File: config.mk
export PLATFORM = sky130hd
export DESIGN_NAME = breakpoint_trap_match_unit
export DESIGN_NICKNAME = d
export VERILOG_FILES = /design/src/rtl/btmu_pkg.sv /design/src/rtl/btmu_ram.sv /design/src/rtl/btmu_ctrl.sv /design/src/rtl/btmu_dp.sv /design/src/rtl/breakpoint_trap_match_unit.sv
export VERILOG_INCLUDE_DIRS = /design/src /design/src/rtl
export SDC_FILE = /design/constraint.sdc
export NUM_CORES = 2
export LEC_CHECK = 0
export BUFFER_PORTS_ARGS = -buffer_cell sky130_fd_sc_hd__buf_2
export CORE_MARGIN = 2
export CORE_UTILIZATION = 35
export CTS_CLUSTER_SIZE = 12
export DETAILED_ROUTE_END_ITERATION = 8
export GPL_ROUTABILITY_DRIVEN = 0
export PLACE_DENSITY = 0.49
export SLEW_MARGIN = 20
export SYNTH_ARGS = -nofsm -noshare
export SYNTH_HDL_FRONTEND = slang
export SYNTH_SLANG_ARGS = --single-unit
File: constraint.sdc
create_clock -name clk -period 6.71 [get_ports clk]
set_input_delay 0 -clock clk [delete_from_list [all_inputs] [get_ports clk]]
set_output_delay 0 -clock clk [all_outputs]
set_load 0.05 [all_outputs]
File: src/rtl/breakpoint_trap_match_unit_assert.svh
// Assertion macros for the breakpoint/trap match unit.
// Both macros expect clk and rst_n in the scope where they are used.
`ifndef BREAKPOINT_TRAP_MATCH_UNIT_ASSERT_SVH
`define BREAKPOINT_TRAP_MATCH_UNIT_ASSERT_SVH
`ifndef SYNTHESIS
`define BTMU_ASSERT_IMP(lbl, ante, cons, msg) \
  lbl: assert property (@(posedge clk) disable iff (!rst_n) (ante) |-> (cons)) \
    else $error(msg);
`define BTMU_ASSERT_NXT(lbl, ante, cons, msg) \
  lbl: assert property (@(posedge clk) disable iff (!rst_n) (ante) |=> (cons)) \
    else $error(msg);
`else
`define BTMU_ASSERT_IMP(lbl, ante, cons, msg)
`define BTMU_ASSERT_NXT(lbl, ante, cons, msg)
`endif
`endif

File: src/rtl/btmu_pkg.sv
// Shared types and constants for the breakpoint/trap match unit.
// No dependencies.
package btmu_pkg;

  localparam int BP_ENTRIES_DEF   = 64;
  localparam int TRAP_ENTRIES_DEF = 32;
  localparam int TRAP_BYTES_DEF   = 4;
  localparam int IN_BYTES         = 4;
  localparam int LEN_W            = 3;

  typedef enum logic [2:0] {
    F_CHECK     = 3'd0,
    F_SET_BP    = 3'd1,
    F_RM_BP     = 3'd2,
    F_CLR_BP    = 3'd3,
    F_ADD_TRAP  = 3'd4,
    F_RM_TRAP   = 3'd5,
    F_CLR_TRAP  = 3'd6
  } func_t;

  typedef enum logic [2:0] {
    ST_OK       = 3'd0,
    ST_DUP      = 3'd1,
    ST_NOTFOUND = 3'd2,
    ST_FULL     = 3'd3,
    ST_EMPTY    = 3'd4
  } st_t;

  typedef enum logic [2:0] {
    S_IDLE,
    S_DISPATCH,
    S_SCAN,
    S_SHIFT,
    S_DONE
  } state_t;

  localparam logic REG_BP_EN   = 1'b0;
  localparam logic REG_TRAP_EN = 1'b1;

  typedef struct packed {
    logic load;
    logic run_start;
    logic run_shift;
    logic apply;
  } cmd_t;

  typedef struct packed {
    func_t func;
    logic  plen_zero;
    logic  found;
    logic  run_done;
  } stat_t;

endpackage

File: src/rtl/btmu_ram.sv
// Generic simple dual-port RAM, one write port, one registered read port.
// No dependencies.
module btmu_ram #(
  parameter int W = 16,
  parameter int D = 64,
  localparam int AW = (D > 1) ? $clog2(D) : 1
) (
  input  logic          clk,
  input  logic          we,
  input  logic [AW-1:0] waddr,
  input  logic [W-1:0]  wdata,
  input  logic [AW-1:0] raddr,
  output logic [W-1:0]  rdata
);
  logic [W-1:0] mem [D];

  always_ff @(posedge clk) begin
    if (we) mem[waddr] <= wdata;
    rdata <= mem[raddr];
  end
endmodule

File: src/rtl/btmu_ctrl.sv
// Sequencer for the breakpoint/trap match unit: dispatch, scan, shift, done.
// Depends on btmu_pkg and the assertion macro header.
`include "breakpoint_trap_match_unit_assert.svh"
module btmu_ctrl import btmu_pkg::*; (
  input  logic  clk,
  input  logic  rst_n,
  input  logic  start,
  output logic  busy,
  output logic  strobe,
  output cmd_t  cmd,
  input  stat_t stat
);
  state_t state_r, state_nxt;

  always_ff @(posedge clk) begin
    if (!rst_n) state_r <= S_IDLE;
    else        state_r <= state_nxt;
  end

  always_comb begin
    state_nxt = state_r;
    cmd       = '0;
    busy      = 1'b1;
    strobe    = 1'b0;
    case (state_r)
      S_IDLE: begin
        busy = 1'b0;
        if (start) begin
          cmd.load  = 1'b1;
          state_nxt = S_DISPATCH;
        end
      end
      S_DISPATCH: begin
        case (stat.func)
          F_CHECK, F_SET_BP, F_RM_BP: begin
            cmd.run_start = 1'b1;
            state_nxt     = S_SCAN;
          end
          F_RM_TRAP: begin
            if (stat.plen_zero) begin
              cmd.apply = 1'b1;
              state_nxt = S_DONE;
            end else begin
              cmd.run_start = 1'b1;
              state_nxt     = S_SCAN;
            end
          end
          default: begin
            cmd.apply = 1'b1;
            state_nxt = S_DONE;
          end
        endcase
      end
      S_SCAN: begin
        if (stat.run_done) begin
          if (stat.found && (stat.func inside {F_RM_BP, F_RM_TRAP})) begin
            cmd.run_start = 1'b1;
            cmd.run_shift = 1'b1;
            state_nxt     = S_SHIFT;
          end else begin
            cmd.apply = 1'b1;
            state_nxt = S_DONE;
          end
        end
      end
      S_SHIFT: begin
        if (stat.run_done) begin
          cmd.apply = 1'b1;
          state_nxt = S_DONE;
        end
      end
      S_DONE: begin
        strobe    = 1'b1;
        state_nxt = S_IDLE;
      end
      default: state_nxt = S_IDLE;
    endcase
  end

  `BTMU_ASSERT_NXT(a_strobe_single, strobe, !strobe, "result strobe longer than one cycle")
  `BTMU_ASSERT_NXT(a_accept_busy, start && !busy, busy && !strobe, "no busy after accept")
  `BTMU_ASSERT_IMP(a_apply_once, cmd.apply, state_nxt == S_DONE, "apply without done")
endmodule

File: src/rtl/btmu_dp.sv
// Datapath: item registers, table RAMs, scan/shift pointer, match logic, counts.
// Depends on btmu_pkg, btmu_ram and the assertion macro header.
`include "breakpoint_trap_match_unit_assert.svh"
module btmu_dp import btmu_pkg::*; #(
  parameter int BP_ENTRIES   = BP_ENTRIES_DEF,
  parameter int TRAP_ENTRIES = TRAP_ENTRIES_DEF,
  parameter int TRAP_BYTES   = TRAP_BYTES_DEF
) (
  input  logic        clk,
  input  logic        rst_n,
  input  cmd_t        cmd,
  output stat_t       stat,
  input  logic        bp_en,
  input  logic        trap_en,
  input  logic [2:0]  in_func,
  input  logic [15:0] in_addr,
  input  logic [2:0]  in_pattern_len,
  input  logic [7:0]  in_byte0,
  input  logic [7:0]  in_byte1,
  input  logic [7:0]  in_byte2,
  input  logic [7:0]  in_byte3,
  output logic        out_bp_hit,
  output logic        out_trap_hit,
  output logic [2:0]  out_status,
  output logic [6:0]  out_bp_count,
  output logic [5:0]  out_trap_count
);
  localparam int PM  = (TRAP_BYTES < IN_BYTES) ? TRAP_BYTES : IN_BYTES;
  localparam int TEW = LEN_W + 8 * PM;
  localparam int BAW = (BP_ENTRIES > 1) ? $clog2(BP_ENTRIES) : 1;
  localparam int TAW = (TRAP_ENTRIES > 1) ? $clog2(TRAP_ENTRIES) : 1;
  localparam int BCW = $clog2(BP_ENTRIES + 1);
  localparam int TCW = $clog2(TRAP_ENTRIES + 1);
  localparam int IW  = (BCW > TCW) ? BCW : TCW;

  func_t            func_r;
  logic [15:0]      addr_r;
  logic [LEN_W-1:0] plen_r;
  logic [7:0]       byte_r [IN_BYTES];
  logic [BCW-1:0]   bp_used_r;
  logic [TCW-1:0]   trap_used_r;
  logic [IW-1:0]    idx_r, limit_r, rd_idx_r, found_idx_r;
  logic             run_r, shift_r, stop_r, rd_vld_r, found_r;
  logic             hitb_r, hitt_r;
  logic             obp_r, otrap_r;
  st_t              ost_r;

  logic [LEN_W-1:0] plen_sat;
  logic             issue;
  logic [IW-1:0]    bp_used_x, trap_used_x;
  logic [15:0]      bp_rdata;
  logic [TEW-1:0]   trap_rdata, trap_new;
  logic [LEN_W-1:0] t_len;
  logic             bp_m, t_cov, t_eq;
  logic             bp_we, trap_we;
  logic [BAW-1:0]   bp_waddr;
  logic [TAW-1:0]   trap_waddr;
  logic [15:0]      bp_wdata;
  logic [TEW-1:0]   trap_wdata;

  assign plen_sat = (in_pattern_len > LEN_W'(PM)) ? LEN_W'(PM) : in_pattern_len;
  assign bp_used_x   = IW'(bp_used_r);
  assign trap_used_x = IW'(trap_used_r);
  assign issue = run_r && (idx_r < limit_r) && !(stop_r && found_r);

  // table memories; shift writes trail the read pointer by one entry
  btmu_ram #(.W(16), .D(BP_ENTRIES)) u_bp_ram (
    .clk(clk), .we(bp_we), .waddr(bp_waddr), .wdata(bp_wdata),
    .raddr(idx_r[BAW-1:0]), .rdata(bp_rdata)
  );
  btmu_ram #(.W(TEW), .D(TRAP_ENTRIES)) u_trap_ram (
    .clk(clk), .we(trap_we), .waddr(trap_waddr), .wdata(trap_wdata),
    .raddr(idx_r[TAW-1:0]), .rdata(trap_rdata)
  );

  assign t_len = trap_rdata[TEW-1 -: LEN_W];

  always_comb begin
    bp_m  = rd_vld_r && (rd_idx_r < bp_used_x) && (bp_rdata == addr_r);
    t_cov = rd_vld_r && (rd_idx_r < trap_used_x);
    t_eq  = t_cov && (t_len == plen_r);
    for (int j = 0; j < PM; j++) begin
      if (!((LEN_W'(j) >= t_len) || (trap_rdata[8*j +: 8] == byte_r[j]))) t_cov = 1'b0;
      if (!((LEN_W'(j) >= plen_r) || (trap_rdata[8*j +: 8] == byte_r[j]))) t_eq = 1'b0;
    end
    trap_new = '0;
    trap_new[TEW-1 -: LEN_W] = plen_r;
    for (int j = 0; j < PM; j++)
      if (LEN_W'(j) < plen_r) trap_new[8*j +: 8] = byte_r[j];
  end

  always_comb begin
    bp_we      = 1'b0;
    trap_we    = 1'b0;
    bp_waddr   = BAW'(bp_used_r);
    trap_waddr = TAW'(trap_used_r);
    bp_wdata   = addr_r;
    trap_wdata = trap_new;
    if (shift_r && rd_vld_r) begin
      bp_waddr   = BAW'(rd_idx_r - IW'(1));
      trap_waddr = TAW'(rd_idx_r - IW'(1));
      bp_wdata   = bp_rdata;
      trap_wdata = trap_rdata;
      bp_we      = (func_r == F_RM_BP);
      trap_we    = (func_r == F_RM_TRAP);
    end else if (cmd.apply) begin
      bp_we   = (func_r == F_SET_BP) && !found_r && (bp_used_r < BCW'(BP_ENTRIES));
      trap_we = (func_r == F_ADD_TRAP) && (plen_r != '0)
                && (trap_used_r < TCW'(TRAP_ENTRIES));
    end
  end

  // item registers
  always_ff @(posedge clk) begin
    if (cmd.load) begin
      func_r    <= func_t'(in_func);
      addr_r    <= in_addr;
      plen_r    <= plen_sat;
      byte_r[0] <= in_byte0;
      byte_r[1] <= in_byte1;
      byte_r[2] <= in_byte2;
      byte_r[3] <= in_byte3;
    end
    if (rd_vld_r && !shift_r) begin
      if (bp_m)  hitb_r <= 1'b1;
      if (t_cov) hitt_r <= 1'b1;
      if (stop_r && !found_r && ((func_r == F_RM_TRAP) ? t_eq : bp_m))
        found_idx_r <= rd_idx_r;
    end
    if (cmd.load) begin
      hitb_r <= 1'b0;
      hitt_r <= 1'b0;
    end
    rd_idx_r <= idx_r;
    if (cmd.run_start) begin
      shift_r <= cmd.run_shift;
      stop_r  <= (func_r != F_CHECK) && !cmd.run_shift;
      if (cmd.run_shift) begin
        idx_r   <= found_idx_r + IW'(1);
        limit_r <= (func_r == F_RM_TRAP) ? trap_used_x : bp_used_x;
      end else begin
        idx_r <= '0;
        case (func_r)
          F_CHECK:   limit_r <= (bp_used_x > trap_used_x) ? bp_used_x : trap_used_x;
          F_RM_TRAP: limit_r <= trap_used_x;
          default:   limit_r <= bp_used_x;
        endcase
      end
    end else if (issue) begin
      idx_r <= idx_r + IW'(1);
    end
    if (cmd.apply) begin
      obp_r   <= (func_r == F_CHECK) && bp_en && hitb_r;
      otrap_r <= (func_r == F_CHECK) && trap_en && hitt_r;
      case (func_r)
        F_SET_BP:   ost_r <= found_r ? ST_DUP :
                             (bp_used_r >= BCW'(BP_ENTRIES)) ? ST_FULL : ST_OK;
        F_RM_BP:    ost_r <= found_r ? ST_OK : ST_NOTFOUND;
        F_ADD_TRAP: ost_r <= (plen_r == '0) ? ST_EMPTY :
                             (trap_used_r >= TCW'(TRAP_ENTRIES)) ? ST_FULL : ST_OK;
        F_RM_TRAP:  ost_r <= (plen_r == '0) ? ST_EMPTY :
                             found_r ? ST_OK : ST_NOTFOUND;
        default:    ost_r <= ST_OK;
      endcase
    end
  end

  // control state
  always_ff @(posedge clk) begin
    if (!rst_n) begin
      bp_used_r   <= '0;
      trap_used_r <= '0;
      run_r       <= 1'b0;
      rd_vld_r    <= 1'b0;
      found_r     <= 1'b0;
    end else begin
      rd_vld_r <= issue;
      if (cmd.load) begin
        run_r   <= 1'b0;
        found_r <= 1'b0;
      end else if (cmd.run_start) begin
        run_r <= 1'b1;
      end
      if (rd_vld_r && !shift_r && stop_r && ((func_r == F_RM_TRAP) ? t_eq : bp_m))
        found_r <= 1'b1;
      if (cmd.apply) begin
        case (func_r)
          F_SET_BP:   if (bp_we) bp_used_r <= bp_used_r + BCW'(1);
          F_RM_BP:    if (found_r) bp_used_r <= bp_used_r - BCW'(1);
          F_CLR_BP:   bp_used_r <= '0;
          F_ADD_TRAP: if (trap_we) trap_used_r <= trap_used_r + TCW'(1);
          F_RM_TRAP:  if (found_r && plen_r != '0) trap_used_r <= trap_used_r - TCW'(1);
          F_CLR_TRAP: trap_used_r <= '0;
          default: ;
        endcase
      end
    end
  end

  assign stat.func      = func_r;
  assign stat.plen_zero = (plen_r == '0);
  assign stat.found     = found_r;
  assign stat.run_done  = !issue && !rd_vld_r;

  assign out_bp_hit     = obp_r;
  assign out_trap_hit   = otrap_r;
  assign out_status     = ost_r;
  assign out_bp_count   = 7'(bp_used_r);
  assign out_trap_count = 6'(trap_used_r);

  `BTMU_ASSERT_IMP(a_bp_bound, 1'b1, bp_used_r <= BCW'(BP_ENTRIES), "bp count overflow")
  `BTMU_ASSERT_IMP(a_trap_bound, 1'b1, trap_used_r <= TCW'(TRAP_ENTRIES), "trap count overflow")
  `BTMU_ASSERT_IMP(a_shift_addr, rd_vld_r && shift_r, rd_idx_r != '0, "shift write below entry 0")
  `BTMU_ASSERT_NXT(a_load_clears, cmd.load, !found_r && !run_r, "stale scan state after load")
endmodule

File: src/rtl/breakpoint_trap_match_unit.sv
// Breakpoint/trap match unit. A check scans up to the larger of the two table counts,
// set/remove breakpoint scan the breakpoint table and remove trap scans the trap table;
// a remove that hits then shifts the later entries down one place, with nothing to move when
// the match is the last entry. Clears, trap adds, zero-length trap removes and func 7 skip the scan.
// The next transaction is taken the cycle after the result strobe; the receiver cannot stall.
// Reset zeroes both counts and sets both enables; table contents stay undefined, no clear pass.
module breakpoint_trap_match_unit import btmu_pkg::*; #(
  parameter int BP_ENTRIES   = BP_ENTRIES_DEF,
  parameter int TRAP_ENTRIES = TRAP_ENTRIES_DEF,
  parameter int TRAP_BYTES   = TRAP_BYTES_DEF
) (
  input  logic        clk,
  input  logic        rst_n,
  input  logic        start,
  output logic        busy,
  input  logic [2:0]  in_func,
  input  logic [15:0] in_addr,
  input  logic [2:0]  in_pattern_len,
  input  logic [7:0]  in_byte0,
  input  logic [7:0]  in_byte1,
  input  logic [7:0]  in_byte2,
  input  logic [7:0]  in_byte3,
  output logic        out_strobe,
  output logic        out_bp_hit,
  output logic        out_trap_hit,
  output logic [2:0]  out_status,
  output logic [6:0]  out_bp_count,
  output logic [5:0]  out_trap_count,
  input  logic        psel,
  input  logic        penable,
  input  logic        pwrite,
  input  logic [2:0]  paddr,
  input  logic [31:0] pwdata,
  output logic [31:0] prdata,
  output logic        pready
);
  cmd_t  cmd;
  stat_t stat;
  logic  bp_en_r, trap_en_r;
  logic  reg_sel;

  assign pready  = 1'b1;
  assign reg_sel = paddr[2];

  always_ff @(posedge clk) begin
    if (!rst_n) begin
      bp_en_r   <= 1'b1;
      trap_en_r <= 1'b1;
    end else if (psel && penable && pwrite) begin
      if (reg_sel == REG_BP_EN) bp_en_r   <= pwdata[0];
      else                      trap_en_r <= pwdata[0];
    end
  end

  assign prdata = {31'b0, (reg_sel == REG_BP_EN) ? bp_en_r : trap_en_r};

  btmu_ctrl u_ctrl (
    .clk(clk), .rst_n(rst_n), .start(start), .busy(busy),
    .strobe(out_strobe), .cmd(cmd), .stat(stat)
  );

  btmu_dp #(
    .BP_ENTRIES(BP_ENTRIES), .TRAP_ENTRIES(TRAP_ENTRIES), .TRAP_BYTES(TRAP_BYTES)
  ) u_dp (
    .clk(clk), .rst_n(rst_n), .cmd(cmd), .stat(stat),
    .bp_en(bp_en_r), .trap_en(trap_en_r),
    .in_func(in_func), .in_addr(in_addr), .in_pattern_len(in_pattern_len),
    .in_byte0(in_byte0), .in_byte1(in_byte1), .in_byte2(in_byte2), .in_byte3(in_byte3),
    .out_bp_hit(out_bp_hit), .out_trap_hit(out_trap_hit), .out_status(out_status),
    .out_bp_count(out_bp_count), .out_trap_count(out_trap_count)
  );
endmodule

### After elaboration in Yosys (flattened, before gate mapping)

Memory sizes are Yosys's and may differ from the RTL's. A register that Yosys moved wholly into a read port is not among the register bits.
Cells that the tools add are included.

* memory bits (read-only): 0
* bits in writable memories: 2176
* flip-flop bits (word level): 80
* word-level logic and storage cells: 211
* input bits: 95
* memories: 3
* bits in latches: 0
* output and inout port bits: 53

Memory list
* u_dp.u_trap_ram.mem: words 32, width 35, rd ports 1, clocked after Yosys merged registers in 1, write ports 1, line btmu_ram.sv:15 `logic [W-1:0] mem [D];`
* u_dp.u_bp_ram.mem: words 64, width 16, rd ports 1, clocked after Yosys merged registers in 1, write ports 1, line btmu_ram.sv:15
* u_dp.byte_r: words 4, width 8, rd ports 4, clocked after Yosys merged registers in 0, write ports 4, line btmu_dp.sv:39 `logic [7:0] byte_r [IN_BYTES];`

* reductions and logical operators: 61
* bitwise gates (word level): 2
* multiplexer cells: 72
* multiply operators: 0
* $lt $le $gt $ge: 21
* $add $sub $neg: 7
* div/mod/pow operators: 0
* eq/ne operators: 23
* shift-type cells: 0

Operator list (number)
* $mux 7: 8
* $mux 35: 1
* $eq 8x8->1: 4
* $mux 8: 4
* $mux 1: 31
* $logic_and 1x1->1: 27
* $mux 3: 9
* $pmux 3 s4: 2
* $add 7x1->7 const B: 3
* $pmux 7 s3: 1
* $mux 6: 3
* $pmux 6 s3: 1
* $eq 16x16->1: 1
* $mux 16: 1
* $lt 7x7->1: 2
* $pmux 7 s2: 1
* $eq 3x2->1 const B: 4
* $eq 3x3->1 const B: 4
* $ge 1x3->1 const A: 4
* $ge 2x3->1 const A: 4
* $reduce_bool 3->1: 4
* $sub 6x1->6 const B: 2
* $reduce_and 2->1: 5
* $logic_not 3->1: 3
* 28 further kinds: 57

### Longest topological paths before layout

* depth after elaboration: 11
* gate-level depth with buffers: 10
* mapped depth without buffers: 9

### By module

From an unflattened synthesis, not the netlist that was laid out.

* cell total of the unflattened synthesis: 5016
* area total of the unflattened synthesis: 91546.6 um^2

By module, submodules not included
* btmu_ram (u_dp.u_trap_ram): instances 1, seq. area each 34332.9 um^2, area an instance 44545.2 um^2, cells an instance 2469
* btmu_ram (u_dp.u_bp_ram): instances 1, seq. area each 31069.8 um^2, area an instance 40042.2 um^2, cells an instance 1829
* btmu_dp: instances 1, seq. area each 2962.8 um^2, area an instance 6338.6 um^2, cells an instance 643
* breakpoint_trap_match_unit: instances 1, seq. area each 40.0 um^2, area an instance 352.8 um^2, cells an instance 44
* btmu_ctrl: instances 1, seq. area each 60.1 um^2, area an instance 267.8 um^2, cells an instance 31

### Worst setup path after synthesis

OpenSTA, ideal clock, no wires.

* path kind: reg2reg
* from: register u_dp.idx_r[6]
* to: memory u_dp.u_trap_ram.mem[29][0] in the netlist's numbering, enable pin
* required time: 6.195 ns
* setup time: 0.515 ns
* period minus slack after synthesis: 5.847 ns
* cell stages (with the launch flop): 10
* path buffers: 1
* arrival time: 5.332 ns
* path slack: 0.863 ns
* cell sequence: edfxtp_1 > ha_1 > o21ai_0 > o2111ai_1 > a21oi_2 > o31a_4 > inv_2 > a41oi_2 > buf_2 > nor4_1

* longest elaborated chain between the ends: 11
* elaborated cells between the ends (all ways): 12
* classes of those cells: 1 x order compare; 7 x mux; 4 x reduce/logical

Ends and longest elaborated chain
* start: declaration: line btmu_dp.sv:42 `logic [IW-1:0] idx_r, limit_r, rd_idx_r, found_idx_r;`
* start signal: assignment: line btmu_dp.sv:139 `idx_r <= found_idx_r + IW'(1);`
* start signal: assignment: line btmu_dp.sv:150 `idx_r <= idx_r + IW'(1);`
* $lt 7x7->1 (*): line btmu_dp.sv:64 `assign issue = run_r && (idx_r < limit_r) && !(stop_r && found_r);`
* $logic_and 1x1->1 (*) (2 in a row): line btmu_dp.sv:64
* $logic_not 1->1 (*): line btmu_dp.sv:203 `assign stat.run_done = !issue && !rd_vld_r;`
* $logic_and 1x1->1 (*): line btmu_dp.sv:203
* $mux 1 or $mux 3 (tied branches): line btmu_ctrl.sv:67, btmu_ctrl.sv:55
* $pmux 1 s3 (*): line btmu_ctrl.sv:25 `case (state_r)`
* $mux 1 (*): line btmu_dp.sv:106 `end else if (cmd.apply) begin`
* $mux 1 (*): line btmu_dp.sv:99 `if (shift_r && rd_vld_r) begin`
* $mux 1 (*): line btmu_ram.sv:18 `if (we) mem[waddr] <= wdata;`
* $mux 1 (not written as such) (*): line btmu_ram.sv:18
* end: declaration: line btmu_ram.sv:15

Every way passes the cells marked *; elsewhere a longest branch is shown, timed or not.

### Worst setup path after layout

* from: register u_dp.plen_r[2]
* to: memory u_dp.u_bp_ram.mem[208][14], in the netlist u_dp.u_bp_ram.mem[52][14], enable pin

* longest elaborated chain between the ends: 8

Ends and longest elaborated chain
* start: declaration: line btmu_dp.sv:38 `logic [LEN_W-1:0] plen_r;`
* start signal: assignment: line btmu_dp.sv:118 `plen_r <= plen_sat;`
* $logic_not 3->1: line btmu_dp.sv:201 `assign stat.plen_zero = (plen_r == '0);`
* $mux 1: line btmu_ctrl.sv:40 `if (stat.plen_zero) begin`
* $pmux 1 s2: line btmu_ctrl.sv:34 `case (stat.func)`
* $pmux 1 s3: line btmu_ctrl.sv:25
* $mux 1: line btmu_dp.sv:106
* $mux 1: line btmu_dp.sv:99
* $mux 1: line btmu_ram.sv:18
* $mux 1 (not written as such): line btmu_ram.sv:18
* end: declaration: line btmu_ram.sv:15

No other way between the ends.

==> out/results.ini <==
[status]
status=finished clean

[worst_setup_path]
crit_top_cell=buf_4
crit_type=flop to flop
critPathSlowestCell=edfxtp_1
cpPeakStageDelay_ns=0.81
crit_cells=9
cp.arrival_ns=4.94
critPathMaxFanout=19
rr_worst_depth=9
crit_required_ns=7.23
critPathBufInv=3
startpoint_type=flop
cp_top_family=compound AO/OA/AOI/OAI gates
end_kind=flop
path_cells=o31ai_1 -> a22oi_1 -> nand3b_1 -> o31a_4 -> inv_2 -> a32oi_4 -> buf_4 -> nor3_2 -> buf_4

[floorplan]
row_count=185
io_pins=148
die_height_um=510.3
die_w_um=510.3
core-area_um2=254400
die_area_um2=260400
initial_core_util_pct=35.26

[logic_synthesis]
async_reset_ff_share_pct=0
yosysSeqAreaShare_pct=76.32
syn_area_um2=89710
yosysTopAreaCell=edfxtp_1
synthFlopType=edfxtp_1
yosysWarnings=0
ys_ff_latch=2307
synth-edff-count=2226
synth_top_cell_area_share_pct=74.51
avgSynthCellArea_um2=21.69
synth.area.top_cells=edfxtp_1 (75%), mux4_2 (15%), dfxtp_1 (1.8%)
synth.distinct_cells=73
synthCells=4136

[finish]
final_area_um2=103800
instances_no_fill=8105
layout-drive-gt1-share_pct=28.45
area_delta_synth_final_pct=15.67
final_nets=4668

[grt]
globalRouteTotalUtil_pct=18.15
grt_pass1_wl_um=335300
first_global_vias=43970
antenna_found_initial=10
grt_max_degree=119
overflow=0

[placement]
port_buffers=82
place_hpwl_um=129800
dpl.cell_count=7541
place_area_um2=95190

[clocking]
clkTransAtPathRegs_ns=0.06
cts_tree=built
htreeDepth=4
clockBufferDepth=3
clock_latency_ns=0.94
numCtsBuffers=236
post_cts_buffers=0
cts_root_buffer=clkbuf_16
clock_sinks=2307

[timing]
worst_slew_pin_slew_ns=1.098
tns_ns=0
finalCritPeriodShare_pct=65.81
whs_ns=0.2024
finClkSkew_ns=0.1219
slew_headroom_pct=26.61
final_max_slew_viol_count=0
fmax_mhz=226.5
post-route-min-period_ns=4.416
hold_viol_final=0
rsz0062_at_grt=no
setup_viol=0

[route]
drtIter0Drc=4411
viasPerCell=5.317
wl_per_cell_um=29.30
via_count=43100
first_pass_iters=5
drc_errors=0
wl_um=237500
antenna_left=0

[power]
power.density_nw_per_um2=320.8
power.leakage_uw=0.03251
peakVddDrop_mv=0.2699
power_uw=33280

[min_path]
min_path_type=input pin to flop
min_path_cells=4

[flow_run]
maxCapViolCount=0

[cell usage in the layout, fill, tap and decap left out, types with 18 or more instances in the layout]
cell type      count
clkinv_1          45
xnor2_1           19
nand2_1          180
dfxtp_1           81
a221oi_1          24
nor3_2            89
o21ai_0           30
clkbuf_16        236
clkinv_2          33
a21oi_1           28
buf_2             83
mux2_2            38
a22o_1            30
dlygate4sd3_1    121
conb_1            32
nor3_1            18
mux4_2           607
buf_4            165
nand3_1           51
xor2_1            53
nor2_1            34
inv_1             29
a22oi_1           67
edfxtp_1        2226
ha_1              36
clkbuf_1          92
[timing repair]
action                                 CTS  global route
endpoints found under the hold margin   77             0
gates resized for setup                  0             0
hold buffers                           121             0
[worst paths after layout]
kind	start	to	slack, ns
setup / recovery	u_dp.plen_r[2]$_SDFFCE_PN1P_	u_dp.u_bp_ram.mem[52][14]$_DFFE_PP_	2.29
hold / removal	rst_n	u_dp.out_trap_count[2]$_SDFFE_PN0P_	0.20
setup reg to reg	u_dp.plen_r[2]$_SDFFCE_PN1P_	u_dp.u_bp_ram.mem[52][14]$_DFFE_PP_	2.29
hold reg to reg	u_dp.idx_r[6]$_DFFE_PP_	u_dp.rd_idx_r[6]$_DFF_P_	0.45
[layout make-up]
class	count	area (µm²)
clock inverters	99	927.1
well taps	3366	4212
inverters	33	125.1
flip-flops and latches	2307	68470
repair buffers	378	3037
diodes	4	10.01
clock buffers	339	6402
fillers	22270	150600
multi-input cells	1579	20580
[synth_stat cells (5+ instances only)]
library cell,count
a2111oi_0,7
a211oi_1,13
a21o_1,7
a21oi_1,28
a221o_1,5
a221oi_1,24
a22o_1,33
a22oi_1,67
a31oi_1,7
and2_1,6
and3_1,5
buf_1,41
buf_2,55
buf_4,51
buf_6,11
clkbuf_1,89
dfxtp_1,81
edfxtp_1,2226
ha_1,36
inv_1,30
mux2_2,38
mux2i_1,15
mux4_2,607
nand2_1,198
nand2b_1,11
nand3_1,51
nand4_1,8
nor2_1,35
nor2b_1,17
nor3_1,110
nor3b_1,10
nor4_1,16
o21ai_0,40
o221ai_1,9
o22ai_1,11
o31ai_1,5
or3_1,5
xnor2_1,19
xor2_1,53
[routing by layer]
layer	vias up	GRT usage (%)	share of wire, %
met1	23570	25.09	44
li1	18190	-	-
met5	-	0	0
met3	289	2.515	4.3
met4	0	4.228	2.0
met2	1047	30.45	50
[state kept, by name, indices dropped and copies added (netlist names), 6 cells and up]
name,cells
u_dp.byte_r,32
u_dp.idx_r,7
u_dp.out_bp_count,7
u_dp.found_idx_r,7
u_dp.u_bp_ram.rdata,16
u_dp.u_trap_ram.mem,1120
u_dp.out_trap_count,6
u_dp.u_bp_ram.mem,1024
u_dp.addr_r,16
u_dp.limit_r,7
u_dp.rd_idx_r,7
u_dp.u_trap_ram.rdata,35
[logic make-up (layout without fill, tap and decap cells)]
logic type	Yosys count	after routing	share of synthesized area [%]
simple gates	493	493	2.643
compound gates	284	284	2.340
other cells	2	36	0.008372
flops	2307	2307	76.32
buf+inv	280	849	1.554
fa+ha+maj	38	38	0.5467
xor+xnor	72	72	0.7030
mux	660	660	15.88
[where the power goes]
part,internal (µW),switching (µW)
combinational,1640,2540
sequential,16400,264
clock,6810,5610
[per-stage QoR]
stage,setup WS [ns],utilization [%]
final,2.294,40.79
after global routing,2.035,40.79
after CTS,2.206,40.78
after detailed placement,2.304,37.42
after global placement,2.352,37.41
after floorplan,0.8626,-
[worst register-to-register path, cell delays in order, from the launching register on]
cell and delay (ns):
edfxtp_1 0.81, o31ai_1 0.48, a22oi_1 0.18, nand3b_1 0.26, o31a_4 0.16, inv_2 0.20
a32oi_4 0.42, buf_4 0.41, nor3_2 0.79, buf_4 0.33
No activity file was read; power rests on OpenSTA's default activity.
